===== src/sv/rhqk_pkg.sv =====
// rhqk_pkg: shared types and constants for the quad-key hash table.
// No dependencies.
package rhqk_pkg;
  localparam int TABLE_SLOTS = 1024;
  localparam int IDX_W = $clog2(TABLE_SLOTS);
  localparam int CNT_W = IDX_W + 1;
  localparam logic [63:0] HASH_MUL = 64'hC6A4A7935BD1E995;
  localparam logic [63:0] HASH_ADD = 64'h00000000e6546b64;
  localparam int HASH_SHIFT = 47;
  localparam logic [7:0] EMPTY_DIST = 8'hFF;
  localparam logic [10:0] LOAD_RESET = 11'd768;

  localparam logic [1:0] ST_OK = 2'd0;
  localparam logic [1:0] ST_FULL = 2'd1;
  localparam logic [1:0] ST_OVF = 2'd2;

  typedef enum logic [3:0] {
    S_IDLE, S_CLEAR, S_HASH, S_RD, S_LK, S_FIT, S_CM, S_OUT
  } state_t;

  typedef struct packed {
    logic clr_wr;
    logic load;
    logic hash_go;
    logic pos_home;
    logic rd;
    logic adv;
    logic wr_carry;
    logic swap;
    logic set_res;
    logic [1:0] res_status;
    logic res_hit;
    logic cnt_inc;
  } cmd_t;

  typedef struct packed {
    logic clr_done;
    logic hash_done;
    logic is_empty;
    logic dist_eq;
    logic dist_gt;
    logic key_match;
    logic run;
    logic steps_done;
    logic dist_ovf;
    logic fit_ovf;
    logic full;
  } sts_t;
endpackage


===== src/sv/rhqk_commit.sv =====
// rhqk_commit: sequencer for the displacement walk of a fitting insert.
// Depends on rhqk_pkg; drives the datapath while its parent is in commit.
module rhqk_commit (
  input  logic           clk,
  input  logic           rst_n,
  input  logic           start,
  input  rhqk_pkg::sts_t sts,
  output rhqk_pkg::cmd_t cmd,
  output logic           done
);
  logic [1:0] ph_r, ph_nxt;
  logic busy_r, busy_nxt;
  // ph 0: issue read, ph 1: data ready, act
  always_comb begin
    cmd = '0;
    done = 1'b0;
    ph_nxt = ph_r;
    busy_nxt = busy_r;
    if (start) begin
      busy_nxt = 1'b1;
      ph_nxt = 2'd0;
    end else if (busy_r) begin
      case (ph_r)
        2'd0: begin
          cmd.rd = 1'b1;
          ph_nxt = 2'd1;
        end
        default: begin
          if (sts.is_empty) begin
            cmd.wr_carry = 1'b1;
            cmd.cnt_inc = 1'b1;
            cmd.set_res = 1'b1;
            cmd.res_status = rhqk_pkg::ST_OK;
            busy_nxt = 1'b0;
            done = 1'b1;
          end else begin
            if (sts.dist_gt) begin
              cmd.wr_carry = 1'b1;
              cmd.swap = 1'b1;
            end
            cmd.adv = 1'b1;
            ph_nxt = 2'd0;
          end
        end
      endcase
    end
  end

  always_ff @(posedge clk) begin
    if (!rst_n) begin
      busy_r <= 1'b0;
      ph_r <= 2'd0;
    end else begin
      busy_r <= busy_nxt;
      ph_r <= ph_nxt;
    end
  end
endmodule


===== config.mk =====
export PLATFORM = sky130hd
export DESIGN_NAME = rhqk_commit
export DESIGN_NICKNAME = d
export VERILOG_FILES = /design/src/sv/rhqk_pkg.sv /design/src/sv/rhqk_commit.sv
export SDC_FILE = /design/constraint.sdc
export NUM_CORES = 1
export LEC_CHECK = 0
export ABC_AREA = 1
export ABC_CLOCK_PERIOD_IN_PS = 1200
export BUFFER_PORTS_ARGS = -buffer_cell sky130_fd_sc_hd__buf_2
export CAP_MARGIN = 20
export CORE_AREA = 2 2 39 41
export DETAILED_ROUTE_END_ITERATION = 12
export DIE_AREA = 0 0 41 43
export GPL_ROUTABILITY_DRIVEN = 0
export PLACE_DENSITY = 0.42
export SYNTH_ARGS = -nofsm -noshare
export SYNTH_HDL_FRONTEND = slang
export SYNTH_SLANG_ARGS = --single-unit

===== constraint.sdc =====
create_clock -name clk -period 1.2 [get_ports clk]
set_input_delay 0.06 -clock clk [delete_from_list [all_inputs] [get_ports clk]]
set_output_delay 0.06 -clock clk [all_outputs]
set_load 0.01 [all_outputs]

==> flow_summary.json <==
{
  "ant_nets": 0,
  "synthCells": 30,
  "dpl.hpwl_um": 297,
  "cp-start-kind": "register",
  "postCtsSetupBuffers": 0,
  "dieArea_mm2": 0.00176,
  "min_period_over_period_pct": 90.3,
  "seq_area_frac_synth_pct": 20.4,
  "syn_area_um2": 196,
  "slew_violations": 0,
  "grt_usage_pct": 4.50,
  "avgViaCountPerCell": 3.18,
  "antenna_found_initial": 0,
  "overflow": 0,
  "critPathBufInv": 1,
  "cp-end-kind": "output pin",
  "dpl.cell_count": 54,
  "layout_min_cycle_time_ps": 1080,
  "worstSetupPathType": "register to output pin",
  "cts_resized": 0,
  "root_buffer": "clkbuf_4",
  "final_cells": 57,
  "cts.path.max_buffers": 2,
  "rows": 14,
  "hold_viol_final": 0,
  "p_leak_nw": 0.147,
  "yosys.area.top_type": "buf_4",
  "synthTopCellsByArea": "buf_4, dfxtp_1, nand2_1, inv_1, nor2_1",
  "die_h_um": 43,
  "cts_sinks": 2,
  "power.density_mw_per_mm2": 1050,
  "clk_pin_slew_ps": 30,
  "ctsHoldBuffers": 0,
  "setup-violations-final": 0,
  "numCtsBuffers": 3,
  "vias": 181,
  "clkLatencyLatePin_ps": 220,
  "first_pass_iters": 3,
  "max-cap-violations": 0,
  "areaGrowthSynthToFinish_pct": 26.8,
  "vdd_ir_drop_max_v": 0.000481,
  "stdcell_area_um2": 249,
  "synth-edff-count": 0,
  "crit_arrival_ps": 1020,
  "worst_ep_required_time_ps": 1140,
  "max_freq_ghz": 0.923,
  "synth.distinct_cells": 12,
  "drive_gt1_share_pct": 41.5,
  "num_io_pins": 28,
  "power_mw": 0.261,
  "htreeDepth": 1,
  "crit_family": "flip-flops",
  "start_util_pct": 14.2,
  "wl_um": 348,
  "syn_area_per_cell_um2": 6.55,
  "dpl_cell_area_um2": 226,
  "n_antenna_cell": 0,
  "finalSetupTns_ps": 0,
  "synth.most_common_cell": "buf_4",
  "cp_slowest_cell": "dfxtp_1",
  "cts_tree": "yes",
  "final_nets": 57,
  "core_region_area_mm2": 0.00138,
  "hold_path.class": "primary input to register",
  "grt_max_degree": 5,
  "drc": 0,
  "rsz0062_at_grt": "false",
  "status": "finished clean",
  "wl_per_cell_um": 6.11,
  "finClkSkew_ps": 1.61,
  "slowest_delay_ps": 380,
  "holdWs_ps": 87.7,
  "synth-async-reset-ratio_pct": 0,
  "first_global_vias": 119,
  "crit_chain": "nand3_2 > nor2_1 > buf_2",
  "ys_warn_count": 0,
  "io_buffers": 11,
  "synth-seq-cells": 2,
  "ys.flop_type": "dfxtp_1",
  "dr.first_iter.drc_count": 1,
  "ys_top_cells_by_count": "buf_4, nand2_1, inv_1, nor2_1, dfxtp_1",
  "die_w_um": 41,
  "worstPathMaxFanout": 4,
  "grt_pass1_wl_um": 455,
  "synth_top_area_share_pct": 34.4
}
[final cells by class]
| class | count | area [um2] |
|---|---|---|
| flip-flops and latches | 2 | 40.0 |
| fillers | 160 | 1130 |
| well taps | 16 | 20.0 |
| repair buffers | 11 | 55.1 |
| inverters | 4 | 15.0 |
| clock buffers | 3 | 22.5 |
| multi-input cells | 21 | 96.3 |
[report_power, final]
group / internal, mW / total [mW] / switching (mW) / leakage [nW]
Sequential: 0.0711 / 0.0755 / 0.00440 / 0.0166
Clock: 0.110 / 0.147 / 0.0366 / 0.0138
Combinational: 0.0127 / 0.0388 / 0.0261 / 0.117
[worst register-to-register path: cells and delay by family, from the launching register on]
| family | cells | cell delay (ps) |
|---|---|---|
| compound gates | 1 | 130 |
| simple gates | 1 | 110 |
| flops | 1 | 380 |
[flip-flops by register name (all words and copies together) (netlist names)]
signal / cells
busy_r: 1
ph_r: 1
[per-layer routing]
layer  global-route usage (%)  wire (um)
met1                     5.10        159
met2                     4.38        125
met5                        0          0
met3                     6.28         63
met4                     2.00          0
[cell usage in the layout (no fill, tap or decap), drive strengths merged]
cell type  instances
a21boi             1
dfxtp              2
nand3              1
inv                4
nor3               1
nand2              6
nor2               3
clkbuf             3
conb               7
a21oi              2
buf               11
[through the flow]
stage,utilization [%],setup WS [ps]
floorplan,-,268
global placement,16.4,359
detailed placement,16.4,340
CTS,18.0,99.9
global route,18.0,16.8
finish,18.0,117
[cell families after synthesis]
group           synth area share (%)
buf+inv                         42.0
simple gates                    24.8
compound gates                  10.8
flops                           20.4
other cells                     1.91
[worst paths after layout]
path                            endpoint     from  depth (start not counted)  slack [ps]
worst max-delay path              cmd[4]   busy_r                          3         120
worst min-delay path             ph_r[0]    rst_n                          3          90
worst max register to register   ph_r[0]   busy_r                          2         520
worst min register to register   ph_r[0]  ph_r[0]                          2         510
(Power assumes the default switching activity.)
