<file path="config.mk">
export PLATFORM = sky130hd
export DESIGN_NAME = rhqk_ctrl
export DESIGN_NICKNAME = d
export VERILOG_FILES = /design/src/sv/rhqk_pkg.sv /design/src/sv/rhqk_ctrl.sv
export SDC_FILE = /design/constraint.sdc
export NUM_CORES = 1
export LEC_CHECK = 0
export ABC_AREA = 1
export CAP_MARGIN = 5
export CORE_MARGIN = 2
export CORE_UTILIZATION = 30
export DETAILED_ROUTE_END_ITERATION = 6
export DONT_BUFFER_PORTS = 1
export PLACE_DENSITY = 0.44
export REMOVE_ABC_BUFFERS = 1
export SETUP_SLACK_MARGIN = 0.4
export SLEW_MARGIN = 20
export SYNTH_ARGS = -nofsm -noshare
export SYNTH_HDL_FRONTEND = slang
export SYNTH_SLANG_ARGS = --single-unit
</file>
<file path="constraint.sdc">
create_clock -name clk -period 3.7 [get_ports clk]
set_input_delay 0.74 -clock clk [delete_from_list [all_inputs] [get_ports clk]]
set_output_delay 0.74 -clock clk [all_outputs]
set_load 0.005 [all_outputs]
</file>
<file path="src/sv/rhqk_pkg.sv">
// rhqk_pkg: shared types and constants for the quad-key hash table.
// No dependencies.
package rhqk_pkg;
  localparam int TABLE_SLOTS = 1024;
  localparam int IDX_W = $clog2(TABLE_SLOTS);
  localparam int CNT_W = IDX_W + 1;
  localparam logic [63:0] HASH_MUL = 64'hC6A4A7935BD1E995;
  localparam logic [63:0] HASH_ADD = 64'h00000000e6546b64;
  localparam int HASH_SHIFT = 47;
  localparam logic [7:0] EMPTY_DIST = 8'hFF;
  localparam logic [10:0] LOAD_RESET = 11'd768;

  localparam logic [1:0] ST_OK = 2'd0;
  localparam logic [1:0] ST_FULL = 2'd1;
  localparam logic [1:0] ST_OVF = 2'd2;

  typedef enum logic [3:0] {
    S_IDLE, S_CLEAR, S_HASH, S_RD, S_LK, S_FIT, S_CM, S_OUT
  } state_t;

  typedef struct packed {
    logic clr_wr;
    logic load;
    logic hash_go;
    logic pos_home;
    logic rd;
    logic adv;
    logic wr_carry;
    logic swap;
    logic set_res;
    logic [1:0] res_status;
    logic res_hit;
    logic cnt_inc;
  } cmd_t;

  typedef struct packed {
    logic clr_done;
    logic hash_done;
    logic is_empty;
    logic dist_eq;
    logic dist_gt;
    logic key_match;
    logic run;
    logic steps_done;
    logic dist_ovf;
    logic fit_ovf;
    logic full;
  } sts_t;
endpackage

</file>
<file path="src/sv/rhqk_ctrl.sv">
// rhqk_ctrl: sequencer for clear, hash, lookup walk, dry run and commit.
// Depends on rhqk_pkg.
module rhqk_ctrl (
  input  logic           clk,
  input  logic           rst_n,
  input  logic           in_valid,
  output logic           in_ready,
  input  logic           in_opcode,
  output logic           out_valid,
  input  logic           out_ready,
  output logic           cm_start,
  input  logic           cm_done,
  output rhqk_pkg::cmd_t cmd,
  input  rhqk_pkg::sts_t sts
);
  rhqk_pkg::state_t st_r, st_nxt;
  logic op_r;

  always_comb begin
    st_nxt = st_r;
    cmd = '0;
    in_ready = 1'b0;
    out_valid = 1'b0;
    cm_start = 1'b0;
    unique case (st_r)
      rhqk_pkg::S_CLEAR: begin
        cmd.clr_wr = !sts.clr_done;
        if (sts.clr_done) st_nxt = rhqk_pkg::S_IDLE;
      end
      rhqk_pkg::S_IDLE: begin
        in_ready = 1'b1;
        if (in_valid) begin
          cmd.load = 1'b1;
          cmd.hash_go = 1'b1;
          st_nxt = rhqk_pkg::S_HASH;
        end
      end
      rhqk_pkg::S_HASH: begin
        if (sts.hash_done) begin
          cmd.pos_home = 1'b1;
          if (op_r && sts.full) begin
            cmd.set_res = 1'b1;
            cmd.res_status = rhqk_pkg::ST_FULL;
            st_nxt = rhqk_pkg::S_OUT;
          end else begin
            st_nxt = rhqk_pkg::S_RD;
          end
        end
      end
      rhqk_pkg::S_RD: begin
        cmd.rd = 1'b1;
        st_nxt = op_r ? rhqk_pkg::S_FIT : rhqk_pkg::S_LK;
      end
      rhqk_pkg::S_LK: begin
        cmd.set_res = 1'b1;
        cmd.res_status = rhqk_pkg::ST_OK;
        if (sts.is_empty) st_nxt = rhqk_pkg::S_OUT;
        else if (sts.dist_eq && sts.key_match) begin
          cmd.res_hit = 1'b1;
          st_nxt = rhqk_pkg::S_OUT;
        end else if (!sts.dist_eq && sts.run) st_nxt = rhqk_pkg::S_OUT;
        else if (sts.dist_ovf || sts.steps_done) st_nxt = rhqk_pkg::S_OUT;
        else begin
          cmd.set_res = 1'b0;
          cmd.adv = 1'b1;
          cmd.rd = 1'b1;
        end
      end
      rhqk_pkg::S_FIT: begin
        if (sts.is_empty) begin
          cmd.pos_home = 1'b1;
          cm_start = 1'b1;
          st_nxt = rhqk_pkg::S_CM;
        end else if (sts.fit_ovf || sts.steps_done) begin
          cmd.set_res = 1'b1;
          cmd.res_status = rhqk_pkg::ST_OVF;
          st_nxt = rhqk_pkg::S_OUT;
        end else begin
          if (sts.dist_gt) cmd.swap = 1'b1;
          cmd.adv = 1'b1;
          cmd.rd = 1'b1;
        end
      end
      rhqk_pkg::S_CM: begin
        // displacement walk owns the datapath until done
        if (cm_done) st_nxt = rhqk_pkg::S_OUT;
      end
      rhqk_pkg::S_OUT: begin
        out_valid = 1'b1;
        if (out_ready) st_nxt = rhqk_pkg::S_IDLE;
      end
      default: st_nxt = rhqk_pkg::S_IDLE;
    endcase
  end

  always_ff @(posedge clk) begin
    if (!rst_n) begin
      st_r <= rhqk_pkg::S_CLEAR;
      op_r <= 1'b0;
    end else begin
      st_r <= st_nxt;
      if (in_valid && in_ready) op_r <= in_opcode;
    end
  end
endmodule

</file>
==> summary.txt, run 1 <==
Critical path
  • Worst reg-to-reg path cell count: 7
  • CP required: 2960 ps
  • CP max stage delay: 420 ps
  • Crit Path Max Fanout: 6
  • Worst-path cell chain: inv_2 -> nor2_2 -> nand4_1 -> nor2_1 -> nor2_1 -> o21ai_0
  • Crit Path Class: flip-flop to primary output
  • Worst Setup Start Kind: flip-flop
  • CP top delay family: simple AND/OR/NAND/NOR gates
  • Worst Setup EP: cmd[4]
  • CP max stage cell: dfxtp_1
  • Critical path depth: 6
  • CP startpoint: st_r[1]
  • RR Endpoint: st_r[1]
  • Worst Setup End Kind: primary output
  • FF-to-FF setup slack: 2360 ps
  • Most used cell, CP: nor2_1
  • Arrival time worst endpoint: 1380 ps
  • Worst r2r src: st_r[0]
  • CP Buf/Inv Count: 1

Clock network
  • Worst-path clk slew: 30 ps
  • H-tree depth: 1
  • Clock sinks: 4
  • CTS max path bufs: 2
  • Setup Buffers After CTS: 0
  • Hold Buf Count CTS: 0
  • Skew-Pair Late Insertion Delay: 230 ps
  • CTS buffer count: 3
  • TritonCTS clock tree: yes
  • Resized Gates After CTS: 0
  • Root Driver: clkbuf_4

Global routing
  • First-pass GRT wire length: 1.61 mm
  • Total Routing Usage GR: 11.1%
  • Antenna violations before repair: 0
  • Pin count of the biggest net entering global routing: 9
  • Vias in the first global route: 415
  • Grt total ovfl: 0

Route
  • DR WL/cell: 10.7 um
  • Vias per std cell: 5.04
  • Wire length on met2: 494 um
  • Met1 wire length: 424 um
  • DRT Pass-1 Iters: 3
  • Top Layer Used: met4
  • Initial detailed-routing violation count: 1
  • Antenna-violating nets left: 0
  • Final wirelength: 1.04 mm
  • DRC Markers: 0
  • Via count: 489
  • Metal3 WL: 103 um

Final layout
  • Area grow syn2layout: 3.39%
  • Most frequent cells in the layout: nor2_1, nand2_1, inv_1
  • Inserted Diodes: 0
  • Share of layout cells above drive strength 1: 25.9%
  • Commonest non-fill, non-tap cell in the layout: nor2_1
  • Nets: 100

Yosys
  • Post-synthesis xor/xnor area fraction: 0%
  • Post-synth top area share: 16.7%
  • Syn avg cell area: 5.93 um^2
  • Synth cell types: 22
  • Largest cells by area after synthesis: dfxtp_1, nor2_1, nand2_1
  • Mapped Cells: 81
  • Main combinational cell family by area after synthesis: simple AND/OR/NAND/NOR gates
  • Compound-cell area share of the yosys netlist: 12.2%
  • Adder-cell area share of the yosys netlist: 0%
  • Largest area contributor in the netlist: dfxtp_1
  • Register bit total from synthesis: 4
  • Synth Area in Simple Gates: 53.9%
  • Cell Area, Synth: 480 um^2
  • Register area share after synthesis: 16.7%
  • Mux share of post-synthesis cell area: 0%
  • Yosys warnings: 0

Pwr
  • P per Cell Area: 784 nW/um^2
  • Lkg Pwr: 0.251 nW
  • Pwr Total: 0.000389 W
  • Peak supply drop: 0.288 mV

STA
  • Hold Violations, Final: 0
  • # setup viols final: 0
  • Max Clock Skew: 3.22 ps
  • Setup TNS Final: 0 ps
  • RSZ-0062 raised after global routing: false
  • Minimum clock period: 2120 ps
  • Peak Freq: 473 MHz
  • Slew Limit Fails: 0
  • Final Cycle Share: 57.2%

Die
  • Total die area: 1940 um^2
  • Core Area: 1510 um^2
  • Num rows: 14
  • Initial core utilization: 31.9%
  • Die width: 44.0 um
  • I/O Pins: 33
  • Height of the chip: 44.0 um

Run status
  • Status: finished clean

Placement
  • GP Congestion: 0.745
  • DP HPWL: 908 um
  • I/O Buffers: 0

Hold path
  • HP Class: flip-flop to flip-flop

Run
  • Max_cap viols: 0
-- sequential cells by signal (all words and copies together), names as in the netlist --
register	cells
op_r	1
st_r	3
-- metal layers --
layer | global-route usage, % | vias to the layer above
li1 | - | 249
met1 | 13.2 | 220
met2 | 17.9 | 18
met3 | 2.45 | 2
met4 | 7.27 | 0
met5 | 0 | -
-- synth_stat cells --
cell	instances
nand4_1	3
inv_1	8
nor2_1	17
a31o_2	1
a21oi_4	1
nand3_2	3
conb_1	1
nand2_4	1
nand2_2	1
o21ai_0	3
a21oi_1	1
nor3_1	1
nand2_1	16
nand3_1	3
nor2_2	3
dfxtp_1	4
inv_2	5
o21ai_1	1
o21ai_2	1
nor2_4	2
buf_4	4
nor3b_1	1
-- worst min path at each step --
stage / startpoint / to / slack (ps) / cells past startpoint
2_1_floorplan: op_r / op_r / 480 / 2
3_3_place_gp: op_r / op_r / 550 / 2
3_5_place_dp: op_r / op_r / 530 / 2
4_1_cts: op_r / op_r / 540 / 2
5_1_grt: op_r / op_r / 570 / 2
6_report: op_r / op_r / 540 / 2
-- final cells by class --
class                   count  area [um^2]
clock buffers               3         22.5
fillers                   195         1010
inverters                  13         48.8
multi-input cells          61          325
flip-flops and latches      4         80.1
well taps                  16         20.0
-- cell families (layout without fill, tap and decap cells) --
logic type / count (synthesis) / count (layout)
AND/OR/NAND/NOR: 51 / 51
buffers and inverters: 17 / 16
other: 1 / 2
AO/OA/AOI/OAI: 8 / 8
flip-flops: 4 / 4
-- power breakdown --
| group | switching, W | leakage [nW] | internal (W) | total [W] |
|---|---|---|---|---|
| Combinational | 0.000156 | 0.204 | 0.0000785 | 0.000235 |
| Sequential | 0.0000377 | 0.0332 | 0.0000636 | 0.000101 |
| Clock | 0.0000172 | 0.0138 | 0.0000362 | 0.0000534 |
| Total | 0.000211 | 0.251 | 0.000178 | 0.000389 |
-- worst reg2reg max path: stages (launching register included) --
cell and delay, ps:
dfxtp_1 500, inv_2 90, nand2_1 90, nor2_1 80, a21oi_4 220, nand2_4 80
nor2_1 120, nor2_2 50
-- through the flow --
stage | cells | hold WS [ps] | util [%] | setup slack, ps | area (um^2)
final | 97 | 538 | 33.0 | 1580 | 497
after global routing | 97 | 573 | 33.0 | 1420 | 497
after CTS | 97 | 543 | 33.0 | 1560 | 497
after detailed placement | 94 | 532 | 31.5 | 1640 | 474
after global placement | 94 | 545 | 31.5 | 1650 | 474
after floorplan | 78 | 484 | - | 1730 | 454
(Power assumes the default switching activity.)
==> run 2: changes to the inputs <==
--- a/config.mk
+++ b/config.mk
@@ -5,13 +5,13 @@
 export SDC_FILE = /design/constraint.sdc
 export NUM_CORES = 1
 export LEC_CHECK = 0
-export ABC_AREA = 1
+export ABC_AREA = 0
 export CAP_MARGIN = 5
 export CORE_MARGIN = 2
 export CORE_UTILIZATION = 30
 export DETAILED_ROUTE_END_ITERATION = 6
 export DONT_BUFFER_PORTS = 1
-export PLACE_DENSITY = 0.44
+export PLACE_DENSITY = 0.45
 export REMOVE_ABC_BUFFERS = 1
 export SETUP_SLACK_MARGIN = 0.4
 export SLEW_MARGIN = 20
==> constraint.sdc (replaced) <==
create_clock -name clk -period 1.8 [get_ports clk]
set_input_delay 0.36 -clock clk [delete_from_list [all_inputs] [get_ports clk]]
set_output_delay 0.36 -clock clk [all_outputs]
set_load 0.005 [all_outputs]
==> run 2 against run 1 <==
Against the previous run: total power up 120%; clock power up 110%; area after synthesis down 5.7%; non-clock buffer count up 11; hold slack worse by 270 ps; routed wire length up 23%; core utilization up 13 points; final cell count down 8.2%; highest routed layer is now met3.
==> summary.txt, run 2 <==
Placement
  • Placed insts: 79 (-16%)
  • GP Congestion: 0.707 (-5.1%)
  • DP HPWL: 903 um (-0.57%)
  • Placed Instance Area: 468 um^2 (-1.3%)
  • I/O Buffers: 0 (unchanged)

Final layout
  • Final Core Density: 45.7% (+13 points)
  • Largest register FFs: 3 (unchanged)
  • Nets: 92 (-8.0%)
  • Fin area: 664 um^2 (+34%)
  • Largest Register: st_r
  • Fillers: 150 (-23%)
  • Biggest regs: st_r (3), op_r (1)
  • Share of layout cells above drive strength 1: 47.9% (+22 points)
  • Area grow syn2layout: 46.7%
  • Non-filler cells, final: 89 (-8.2%)
  • Inserted Diodes: 0 (unchanged)
  • Most frequent cells in the layout: nor2_1, buf_4, nand2_1

Yosys
  • Mapped Cells: 65 (-20%)
  • Post-synth top flop: dfxtp_1
  • Cell Area, Synth: 453 um^2 (-5.7%)
  • Yosys warnings: 0 (unchanged)
  • Post-synth top area share: 17.7% (+1.0 points)
  • Register area share after synthesis: 17.7% (+1.0 points)
  • Post-synth top cells: nand2_1, nor2_1, inv_1, dfxtp_1
  • Syn avg cell area: 6.97 um^2 (+17%)
  • Ys async rst share: 0% (unchanged)
  • Register bit total from synthesis: 4 (unchanged)
  • Largest cells by area after synthesis: dfxtp_1, mux2i_1, nand2_1
  • Most numerous cell in the Yosys netlist: nand2_1
  • Largest area contributor in the netlist: dfxtp_1
  • Number of synthesized flops with an enable pin: 0 (unchanged)
  • Synth cell types: 30 (+36%)

STA
  • Hold Violations, Final: 0 (unchanged)
  • Peak Freq: 586 MHz
  • Final Cycle Share: 94.8%
  • Max Clock Skew: 3.46 ps (+0.240 ps)
  • RSZ-0062 raised after global routing: true
  • Minimum clock period: 1710 ps
  • # setup viols final: 0 (unchanged)
  • WHS: 273 ps (-266 ps)
  • Slew Limit Fails: 0 (unchanged)

Clock network
  • CTS max path bufs: 2 (unchanged)
  • Skew-Pair Late Insertion Delay: 240 ps (about the same)
  • Clock sinks: 4 (unchanged)
  • Hold Buf Count CTS: 0 (unchanged)
  • Worst-path clk slew: 40 ps (about the same)
  • H-tree depth: 1 (unchanged)
  • CTS buffer count: 3 (unchanged)
  • Root Driver: clkbuf_4
  • TritonCTS clock tree: yes

Die
  • Die width: 42.9 um (-2.6%)
  • Initial core utilization: 31.2% (-0.74 points)
  • I/O Pins: 33 (unchanged)
  • Core Area: 1450 um^2 (-3.5%)
  • Height of the chip: 42.9 um (-2.6%)
  • Num rows: 14 (unchanged)
  • Total die area: 1840 um^2 (-5.2%)

Critical path
  • Worst Setup End Kind: primary output
  • Crit Path Class: primary input to primary output
  • Crit Path Max Fanout: 3 (-3)
  • Arrival time worst endpoint: 1350 ps (-30 ps)
  • CP required: 1440 ps (-1520 ps)
  • Worst Setup Start Kind: primary input

Route
  • Via count: 484 (-1.0%)
  • Antenna-violating nets left: 0 (unchanged)
  • DRC Markers: 0 (unchanged)
  • Initial detailed-routing violation count: 1 (unchanged)
  • Final wirelength: 1.28 mm (+23%)
  • DRT Pass-1 Iters: 2 (-1)
  • DR WL/cell: 14.4 um (+34%)
  • Vias per std cell: 5.44 (+7.9%)

Pwr
  • P per Cell Area: 1310 nW/um^2 (+67%)
  • Lkg Pwr: 0.287 nW (+14%)
  • Peak supply drop: 0.438 mV (+52%)

Global routing
  • Vias in the first global route: 510 (+23%)
  • Pin count of the biggest net entering global routing: 11 (+2)
  • Grt total ovfl: 0 (unchanged)
  • First-pass GRT wire length: 2.13 mm (+32%)
  • Total Routing Usage GR: 15.8% (+4.7 points)
  • Antenna violations before repair: 0 (unchanged)

Run
  • Max_cap viols: 0 (unchanged)

Run status
  • Status: finished clean

Hold path
  • HP Class: primary input to flip-flop
## run 2: cell count changes after synthesis, sizes merged, moves of 2 or more
| cell | previous run | this run |
|---|---|---|
| nand3 | 6 | 2 |
| mux2 | 0 | 2 |
| inv | 13 | 5 |
| mux2i | 0 | 3 |
| clkbuf | 0 | 3 |
| nand2 | 18 | 7 |
| nor3 | 1 | 3 |
| nor2 | 22 | 6 |
| nand4 | 3 | 0 |
| o21ai | 5 | 3 |
| or3 | 0 | 2 |
| and3 | 0 | 2 |
| nand2b | 0 | 2 |
## run 2: critical path, cell delays in order
cell and delay [ps]:
or3_4 370, or4_4 500, o211ai_1 120
## run 2: cell families (layout without fill, tap and decap cells)
family                 count (synthesis)  in the layout  share of synthesized area [%]
DFF                                    4              4                           17.7
buffers and inverters                 12             19                           12.7
muxes                                  5              5                           12.4
and+or+nand+nor                       31             31                           37.0
other                                  1              2                          0.828
AOI/OAI and AO/OA                     12             12                           19.3
## run 2: area by class of cell
class                   count  area, um^2  area share, %
clock buffers               3        22.5           3.39
inverters                   5        18.8           2.82
multi-input cells          50         412           62.0
flip-flops and latches      4        86.3           13.0
well taps                  16        20.0           3.01
repair buffers             11         105           15.8
## run 2: path summary, 6_finish.rpt
| kind | from | end | slack, ps | cells past startpoint |
|---|---|---|---|---|
| worst max-delay path | sts[2] | cmd[8] | 90 | 3 |
| worst min-delay path | in_opcode | op_r | 270 | 2 |
| worst max register to register | st_r[1] | st_r[0] | 180 | 5 |
| worst min register to register | op_r | op_r | 560 | 2 |
## run 2: report_power, final
part	internal, W	leakage, nW	switching (W)
logic	0.000317	0.240	0.000266
clock network	0.0000747	0.0138	0.0000383
registers	0.000131	0.0339	0.0000399
total	0.000523	0.287	0.000344
## run 2: metrics by stage
stage / power [W] / setup WS, ps / setup TNS [ps]
2_1_floorplan: 0.000416 / -5.51 / -5.51
3_3_place_gp: 0.000522 / -24.6 / -24.6
3_5_place_dp: 0.000520 / -30.1 / -30.1
4_1_cts: 0.000789 / 92.6 / 0
5_1_grt: 0.000938 / 55.5 / 0
6_report: 0.000867 / 94.2 / 0
## run 2: layer usage
| metal | share of wire (%) | track usage (%) | vias to the layer above |
|---|---|---|---|
| met5 | 0 | 0 | - |
| li1 | - | - | 241 |
| met4 | 0 | 11.3 | 0 |
| met2 | 50 | 24.5 | 22 |
| met1 | 42 | 19.1 | 221 |
| met3 | 7.7 | 3.40 | 0 |
## run 2: timing repair
action	CTS	global route
setup endpoints to repair	17	14
pin swaps	5	7
buffers inserted	5	2
gates resized for setup	18	11
==> run 3: changes to the inputs <==
--- a/config.mk
+++ b/config.mk
@@ -6,12 +6,12 @@
 export NUM_CORES = 1
 export LEC_CHECK = 0
 export ABC_AREA = 0
+export ABC_CLOCK_PERIOD_IN_PS = 1800
 export CAP_MARGIN = 5
 export CORE_MARGIN = 2
 export CORE_UTILIZATION = 30
 export DETAILED_ROUTE_END_ITERATION = 6
 export DONT_BUFFER_PORTS = 1
-export PLACE_DENSITY = 0.45
 export REMOVE_ABC_BUFFERS = 1
 export SETUP_SLACK_MARGIN = 0.4
 export SLEW_MARGIN = 20
==> run 3 against run 2 <==
Against the previous run: sequential power up 4%; via count up 0.62%; die area unchanged; final cell count down 2.2%; design area down 1.5%; clock skew down 2.0 ps; routed wire length up 2.8%; combinational power down 2%; clock power about the same; core utilization down 0.69 points; fmax down 0.63%.
==> summary.txt, run 3 (synthesis gave the netlist of run 2 again) <==
STA
  • Max Clock Skew: 1.49 ps (-1.97 ps)
  • # setup viols final: 0 (unchanged)
  • Minimum clock period: 1720 ps (+10.8 ps)
  • Hold Violations, Final: 0 (unchanged)
  • Slew Limit Fails: 0 (unchanged)
  • Final Cycle Share: 95.4% (+0.60 points)
  • WHS: 283 ps (+10.3 ps)
  • RSZ-0062 raised after global routing: true
  • Peak Freq: 583 MHz (-0.63%)
  • Setup WS post-layout: 83.3 ps (-10.8 ps)

Critical path
  • CP Buf/Inv Count: 0 (unchanged)
  • Worst Setup End Kind: primary output
  • CP required: 1440 ps (about the same)
  • Arrival time worst endpoint: 1360 ps (about the same)
  • Worst Setup Start Kind: primary input
  • CP max stage delay: 500 ps (about the same)
  • CP max stage cell: or4_4
  • Crit Path Class: primary input to primary output
  • Worst r2r src: st_r[1]
  • Crit Path Max Fanout: 3 (unchanged)
  • Worst-path cell chain: or3_4 -> or4_4 -> o211ai_1
  • CP top delay family: simple AND/OR/NAND/NOR gates
  • CP startpoint: sts[2]

Pwr
  • Peak supply drop: 0.502 mV (+15%)
  • Lkg Pwr: 0.275 nW (-4.4%)
  • Pwr Total: 0.000867 W (about the same)
  • P per Cell Area: 1320 nW/um^2 (+1.5%)

Final layout
  • Biggest regs: st_r (3), op_r (1)
  • FF+latch area: 86.3 um^2 (unchanged)
  • Fillers: 158 (+5.3%)
  • Most frequent cells in the layout: nand2_1, nor2_1, inv_1
  • Inserted Diodes: 0 (unchanged)
  • Area grow syn2layout: 44.5%
  • Largest Register: st_r
  • Multi-input logic area: 409 um^2 (-0.61%)
  • Nets: 90 (-2.2%)
  • Share of layout cells above drive strength 1: 47.9% (-0.058 points)
  • Largest register FFs: 3 (unchanged)

Placement
  • GP Congestion: 0.716 (+1.3%)
  • I/O Buffers: 0 (unchanged)
  • Place WS: -41.5 ps (-11.3 ps)
  • DP HPWL: 910 um (+0.79%)

Clock network
  • Worst-path clk slew: 40 ps (about the same)
  • Root Driver: clkbuf_4
  • CTS max path bufs: 2 (unchanged)
  • Skew-Pair Late Insertion Delay: 240 ps (about the same)
  • TritonCTS clock tree: yes
  • CTS buffer count: 3 (unchanged)
  • Clock sinks: 4 (unchanged)
  • H-tree depth: 1 (unchanged)

Route
  • Antenna-violating nets left: 0 (unchanged)
  • Initial detailed-routing violation count: 11 (+10)
  • Vias per std cell: 5.60 (+2.9%)
  • Final wirelength: 1.31 mm (+2.8%)
  • DR WL/cell: 15.1 um (+5.2%)
  • DRC Markers: 0 (unchanged)
  • Via count: 487 (+0.62%)
  • DRT Pass-1 Iters: 4 (+2)

Global routing
  • Met3 Track Usage GR: 5.96% (+2.6 points)
  • Gr busiest metal: met2
  • Global routing usage on met2: 24.8% (+0.30 points)
  • Total Routing Usage GR: 14.9% (-0.93 points)
  • Pin count of the biggest net entering global routing: 11 (unchanged)
  • GRT met1 Usage: 16.3% (-2.7 points)
  • Grt total ovfl: 0 (unchanged)
  • First-pass GRT wire length: 2.02 mm (-5.2%)
  • Antenna violations before repair: 0 (unchanged)
  • Vias in the first global route: 470 (-7.8%)

Die
  • Die width: 42.9 um (unchanged)
  • Core Area: 1450 um^2 (unchanged)
  • I/O Pins: 33 (unchanged)
  • Initial core utilization: 31.2% (unchanged)
  • Total die area: 1840 um^2 (unchanged)
  • Height of the chip: 42.9 um (unchanged)
  • Num rows: 14 (unchanged)

Hold path
  • HP Class: primary input to flip-flop
  • Hold_sp: in_opcode

Run
  • Max_cap viols: 0 (unchanged)

Run status
  • Status: finished clean
run 3: cell count changes in the layout (fill, tap and decap cells not counted), sizes merged:
cell / previous run / this run
buf: 11 / 9
run 3: area by class of cell:
cell class | instances | share of cell area (%)
multi-input combinational | 50 | 62.5
sequential | 4 | 13.2
tap | 16 | 3.06
inverter | 5 | 2.87
timing repair buffer | 9 | 14.9
clock buffer | 3 | 3.44
run 3: worst register-to-register path, cell delays in order, from the launching register on:
cell	delay [ps]
dfxtp_2	330
nand2b_1	190
or4_4	440
buf_4	160
o2111ai_4	100
mux2_4	320
run 3: where the power goes:
group | total [W] | internal (W) | switching [W] | leakage (nW)
Clock | 0.000114 | 0.0000748 | 0.0000395 | 0.0138
Sequential | 0.000178 | 0.000131 | 0.0000472 | 0.0339
Combinational | 0.000574 | 0.000310 | 0.000265 | 0.227
run 3: worst paths after layout:
check                               end  cells after the start  slack (ps)
worst min register to register     op_r                      2         570
worst max-delay path             cmd[8]                      3          80
worst min-delay path               op_r                      2         280
worst max register to register  st_r[0]                      5         140
run 3: routing by layer:
layer  vias to the layer above  wire [um]
met5                         -          0
li1                        241          -
met2                        23        651
met4                         0         10
met1                       221        533
met3                         2        118
run 3: stage by stage:
stage                     utilization [%]  instances  TNS [ps]  cell area (um^2)
after floorplan                         -         59     -5.51               418
after global placement               32.2         79     -30.4               468
final                                45.0         87         0               654
after global routing                 45.0         87         0               654
after detailed placement             32.2         79     -41.5               468
after CTS                            41.0         86         0               597
run 3: timing repair:
| item | CTS | global route |
|---|---|---|
| buffers inserted | 4 | 1 |
| pin swaps | 4 | 4 |
| gates resized for setup | 20 | 10 |
| setup endpoints to repair | 17 | 15 |
| hold buffers | 0 | 0 |
